<file path="config.mk">
export PLATFORM = sky130hd
export DESIGN_NAME = svct_div
export DESIGN_NICKNAME = d
export VERILOG_FILES = /design/src/rtl/svct_div.sv
export SDC_FILE = /design/constraint.sdc
export NUM_CORES = 2
export LEC_CHECK = 0
export BUFFER_PORTS_ARGS = -buffer_cell sky130_fd_sc_hd__clkbuf_2
export CORE_AREA = 2 2 440 552
export DETAILED_ROUTE_END_ITERATION = 6
export DIE_AREA = 0 0 442 554
export HOLD_SLACK_MARGIN = 0.12
export PLACE_DENSITY = 0.48
export SYNTH_ARGS = -nofsm -noshare
export SYNTH_HDL_FRONTEND = slang
export SYNTH_SLANG_ARGS = --single-unit
</file>
<file path="constraint.sdc">
create_clock -name i_clk -period 3.6 [get_ports i_clk]
set_input_delay 0.18 -clock i_clk [delete_from_list [all_inputs] [get_ports i_clk]]
set_output_delay 0.18 -clock i_clk [all_outputs]
set_load 0.005 [all_outputs]
</file>
<file path="src/rtl/svct_div.sv">
// Pipelined restoring divider, one quotient bit per register stage.
// Stand-alone; instantiated by svpwm_compare_times_top.
module svct_div #(
    parameter int NW = 33,   // numerator width
    parameter int DW = 15,   // divisor width
    parameter int QW = 33    // quotient bits; needs num < den * 2**QW
) (
    input  logic          i_clk,
    input  logic [NW-1:0] i_num,
    input  logic [DW-1:0] i_den,
    output logic [QW-1:0] o_quo
);

    logic [DW-1:0] r_rem [QW];
    logic [QW-1:0] r_q   [QW];
    logic [DW-1:0] r_den [QW];

    // partial remainder starts with the numerator bits above the quotient
    logic [NW+DW-1:0] wide_num;
    logic [DW-1:0]    rem_init;
    logic [QW-1:0]    q_init;

    assign wide_num = {{DW{1'b0}}, i_num};
    assign rem_init = DW'(wide_num >> QW);
    assign q_init   = QW'(i_num);

    for (genvar k = 0; k < QW; k++) begin : g_stage
        logic [DW-1:0] rem_in;
        logic [QW-1:0] q_in;
        logic [DW-1:0] den_in;
        logic [DW:0]   trial;
        logic          ge;
        logic [DW-1:0] n_rem;
        logic [QW-1:0] n_q;

        if (k == 0) begin : g_first
            assign rem_in = rem_init;
            assign q_in   = q_init;
            assign den_in = i_den;
        end else begin : g_next
            assign rem_in = r_rem[k-1];
            assign q_in   = r_q[k-1];
            assign den_in = r_den[k-1];
        end

        // shift in next dividend bit, subtract if it fits
        always_comb begin
            trial = {rem_in, q_in[QW-1]};
            ge    = trial >= {1'b0, den_in};
            n_rem = ge ? DW'(trial - {1'b0, den_in}) : DW'(trial);
            n_q   = {q_in[QW-2:0], ge};
        end

        always_ff @(posedge i_clk) begin
            r_rem[k] <= n_rem;
            r_q[k]   <= n_q;
            r_den[k] <= den_in;
        end
    end

    assign o_quo = r_q[QW-1];

endmodule

</file>
==> results.txt <==
----------------------------------------------------
[Outcome]
  Result of the run ... finished, final reports clean

[CTS]
  Number of buffers added to fix hold violations after cts ... 96
  Number of buffers on the longest clock path ... 4
  Level count of the clock H-tree ... 4
  CTS tree ... yes
  Resized Gates After CTS ... 0
  Total clock sinks ... 2049
  Number of CTS-inserted buffers ... 217
  Clock transition at the register clock pins on the worst setup and hold paths after CTS ... roughly 0.06 ns
  Clock tree root buffer cell ... clkbuf_16
  # Post-CTS Setup Buffers ... 0
  Clock latency on the worst-skew pair ... 0.86 ns

[STA]
  Worst-Margin Slew ... 0.989 ns
  Relative slew slack ... 33.9%
  Number of pins exceeding their max-slew limit in the final report ... 0
  Unrepaired setup endpoints after global routing ... false
  Final period demand of the worst path ... a little over 3 ns
  Setup TNS ... 0 ns
  Final-report setup violation count ... 0
  Post-route clock skew ... 0.0497 ns
  Final hold violation count ... 0
  Period Utilization, post-route ... 84.6%
  Highest Clock Rate ... 0.328 GHz

[Global route]
  Global-route usage over all layers ... a little under an eighth
  Number of global-route vias before repair ... 45710
  Total congestion overflow ... 0
  Initial antenna violation count ... 3
  Wire length of the first global-routing pass ... roughly 230000 um
  Largest net degree at the start of global routing ... 32

[Place]
  HPWL after detailed placement ... 105000 um
  Buffers on Ports ... 81
  RD Place Congestion ... approximately 0.84

[Floorplan]
  I/O pin count ... 82
  Effective utilization at floorplan ... 29.9%
  Floorplan die width ... 442 um
  Height of the chip ... approximately 550 um
  Die Footprint ... 0.245 mm^2
  # rows ... 201
  Core Footprint ... 0.239 mm^2

[Routing]
  Remaining routing DRC violations ... 0
  Antenna Nets Post-Route ... 0
  DR vias ... 44546
  DR pass1 iterations ... 5
  Number of violations reported at the end of detailed-routing iteration 0 ... 2046
  Final wirelength ... ~140000 um
  Average wire length per cell after detail routing ... 14.1 um
  Vias per std cell ... ~4.4

[Synthesis]
  Post-synth top flop ... dfxtp_1
  Nets in the synthesized netlist ... 6985
  Sequential fraction of the synthesis area ... between 50% and 60%
  Synth Warn # ... 0
  Synth Register Bits ... 2049
  Gate Count Post-Synth ... around 6400
  Simple-gate portion of the synthesized area ... 8.60%
  Share of the synthesized area in compound gates (AO/OA/AOI/OAI) ... 11.8%
  Parity-gate share of the synthesized area counting xor and xnor cells ... between 3 and 4%
  Post-synth ARST share ... 0%
  Cell Area, Synth ... 0.0716 mm^2
  Main combinational cell family by area after synthesis ... compound AO/OA/AOI/OAI gates
  Synth Area in Adders ... 9.29%
  Synthesized area per cell ... 11.1 um^2
  Number of enable-type register cells in the synthesized netlist ... 0
  Fraction of synthesized area in multiplexers ... 5.48%
  Distinct cells, synth ... 105

[Setup path]
  Ordered cell list for the critical path ... inv_1, ha_1, fa_1, nand2b_1, a21oi_1, o221a_2, o31a_1, o21ai_2, a31oi_4, mux2_2
  Worst Path Required ... 4.34 ns
  Nature of the critical path endpoint ... flip-flop
  Slowest cell on the critical path ... a31oi_4
  Nature of the critical path startpoint ... flip-flop
  WP data arrival ... 3.79 ns
  CP max stage delay ... 0.55 ns
  Worst path buffer plus inverter count ... 1
  Worst setup path class ... reg2reg
  Largest fanout of any net on the critical path ... 15
  Gate family responsible for the most delay along the worst path ... compound AO/OA/AOI/OAI gates

[Worst hold path]
  Class of the worst hold path ... reg2reg

[Final layout]
  Share of layout cells above drive strength 1 ... 12.4%
  P&R area growth vs syn ... 17.5%
  Final core occ ... 35.2%
  Post-layout nets ... 7340
  Fill count ... 23667
  Commonest non-fill, non-tap cell in the layout ... dfxtp_1
  Sequential Area ... 0.0410 mm^2
  Footprint of the multi-input gates ... 0.0276 mm^2
  Commonest cells after routing, fill and taps aside ... 2049 x dfxtp_1, 659 x inv_1, 482 x ha_1

[Pwr]
  PD cells ... 883 mW/mm^2
  Worst-case vdd ir drop ... 409 uV
  Reported leakage power ... 37.0 nW

[Run]
  Max-cap check violation count ... 0

----------------------------------------------------
## where the power goes
part | switching [mW] | total (mW) | leakage, nW | internal (mW)
Combinational | 11.9 | 22.6 | 16.3 | 10.7
Sequential | 2.07 | 29.1 | 17.1 | 27.0
Clock | 9.09 | 22.6 | 3.60 | 13.5
## layout make-up
type,instances,area share [%]
diodes,2,0.00595
inverters,662,2.95
flip-flops and latches,2049,48.8
multi-input cells,3629,32.8
clock buffers,293,7.33
well taps,3146,4.68
clock inverters,97,1.42
repair buffers,219,2.00
## cell usage after synthesis (all sizes together) (48+ instances only)
master / count / share of area (%)
a31oi: 67 / 0.76
nand4: 66 / 0.58
mux2: 287 / 4.7
nand2b: 84 / 0.73
a21o: 86 / 0.90
xnor2: 196 / 2.4
o21a: 113 / 1.2
ha: 482 / 8.4
mux2i: 56 / 0.78
nand3: 75 / 0.52
nand2: 252 / 1.3
a211oi: 48 / 0.50
inv: 661 / 3.5
nor2: 374 / 2.0
a21oi: 316 / 2.2
nor2b: 83 / 0.74
o21ai: 270 / 1.9
dfxtp: 2049 / 57
xor2: 77 / 0.94
nor3: 104 / 0.75
## layer usage
| layer | track usage [%] | wire [um] |
|---|---|---|
| met1 | 12.0 | 55700 |
| met5 | 0 | 0 |
| met2 | 21.7 | 74000 |
| met3 | 2.03 | 5320 |
| met4 | 5.59 | 6790 |
## sequential cells by signal, summed over array words and instances, names as in the netlist
| name | flops |
|---|---|
| r_q | 1089 |
| r_den | 480 |
| r_rem | 480 |
## cells by family (layout without fill, tap and decap cells)
| family | Yosys count | count (layout) |
|---|---|---|
| AOI/OAI and AO/OA | 1257 | 1257 |
| buffers and inverters | 745 | 1271 |
| DFF | 2049 | 2049 |
| and+or+nand+nor | 1243 | 1243 |
| adders and majority gates | 513 | 513 |
| xor gates and xnor gates | 273 | 273 |
| other | 0 | 2 |
| muxes | 343 | 343 |
## final timing paths
| kind | startpoint | endpoint | slack, ns | cells after the start |
|---|---|---|---|---|
| worst min register to register | r_q[10][25]$_DFF_P_ | r_q[11][26]$_DFF_P_ | 0.28 | 0 |
| worst min-delay path | r_q[10][25]$_DFF_P_ | r_q[11][26]$_DFF_P_ | 0.28 | 0 |
| worst max register to register | r_q[6][32]$_DFF_P_ | r_rem[0][110]$_DFF_P_ | 0.55 | 10 |
| worst max-delay path | r_q[6][32]$_DFF_P_ | r_rem[0][110]$_DFF_P_ | 0.55 | 10 |
## stage by stage
| stage | hold WS, ns | setup slack (ns) | total power, mW | area (um^2) | instances |
|---|---|---|---|---|---|
| CTS | 0.214 | 0.524 | 75.6 | 84100 | 10095 |
| detailed placement | 0.284 | 0.567 | 52.1 | 75800 | 9609 |
| global placement | 0.283 | 0.585 | 51.9 | 75800 | 9609 |
| finish | 0.278 | 0.554 | 74.3 | 84100 | 10097 |
| global route | 0.288 | 0.313 | 79.4 | 84100 | 10097 |
| floorplan | 0.208 | 0.945 | 46.7 | 71600 | 6423 |
Power figures use the tool's default switching activity.
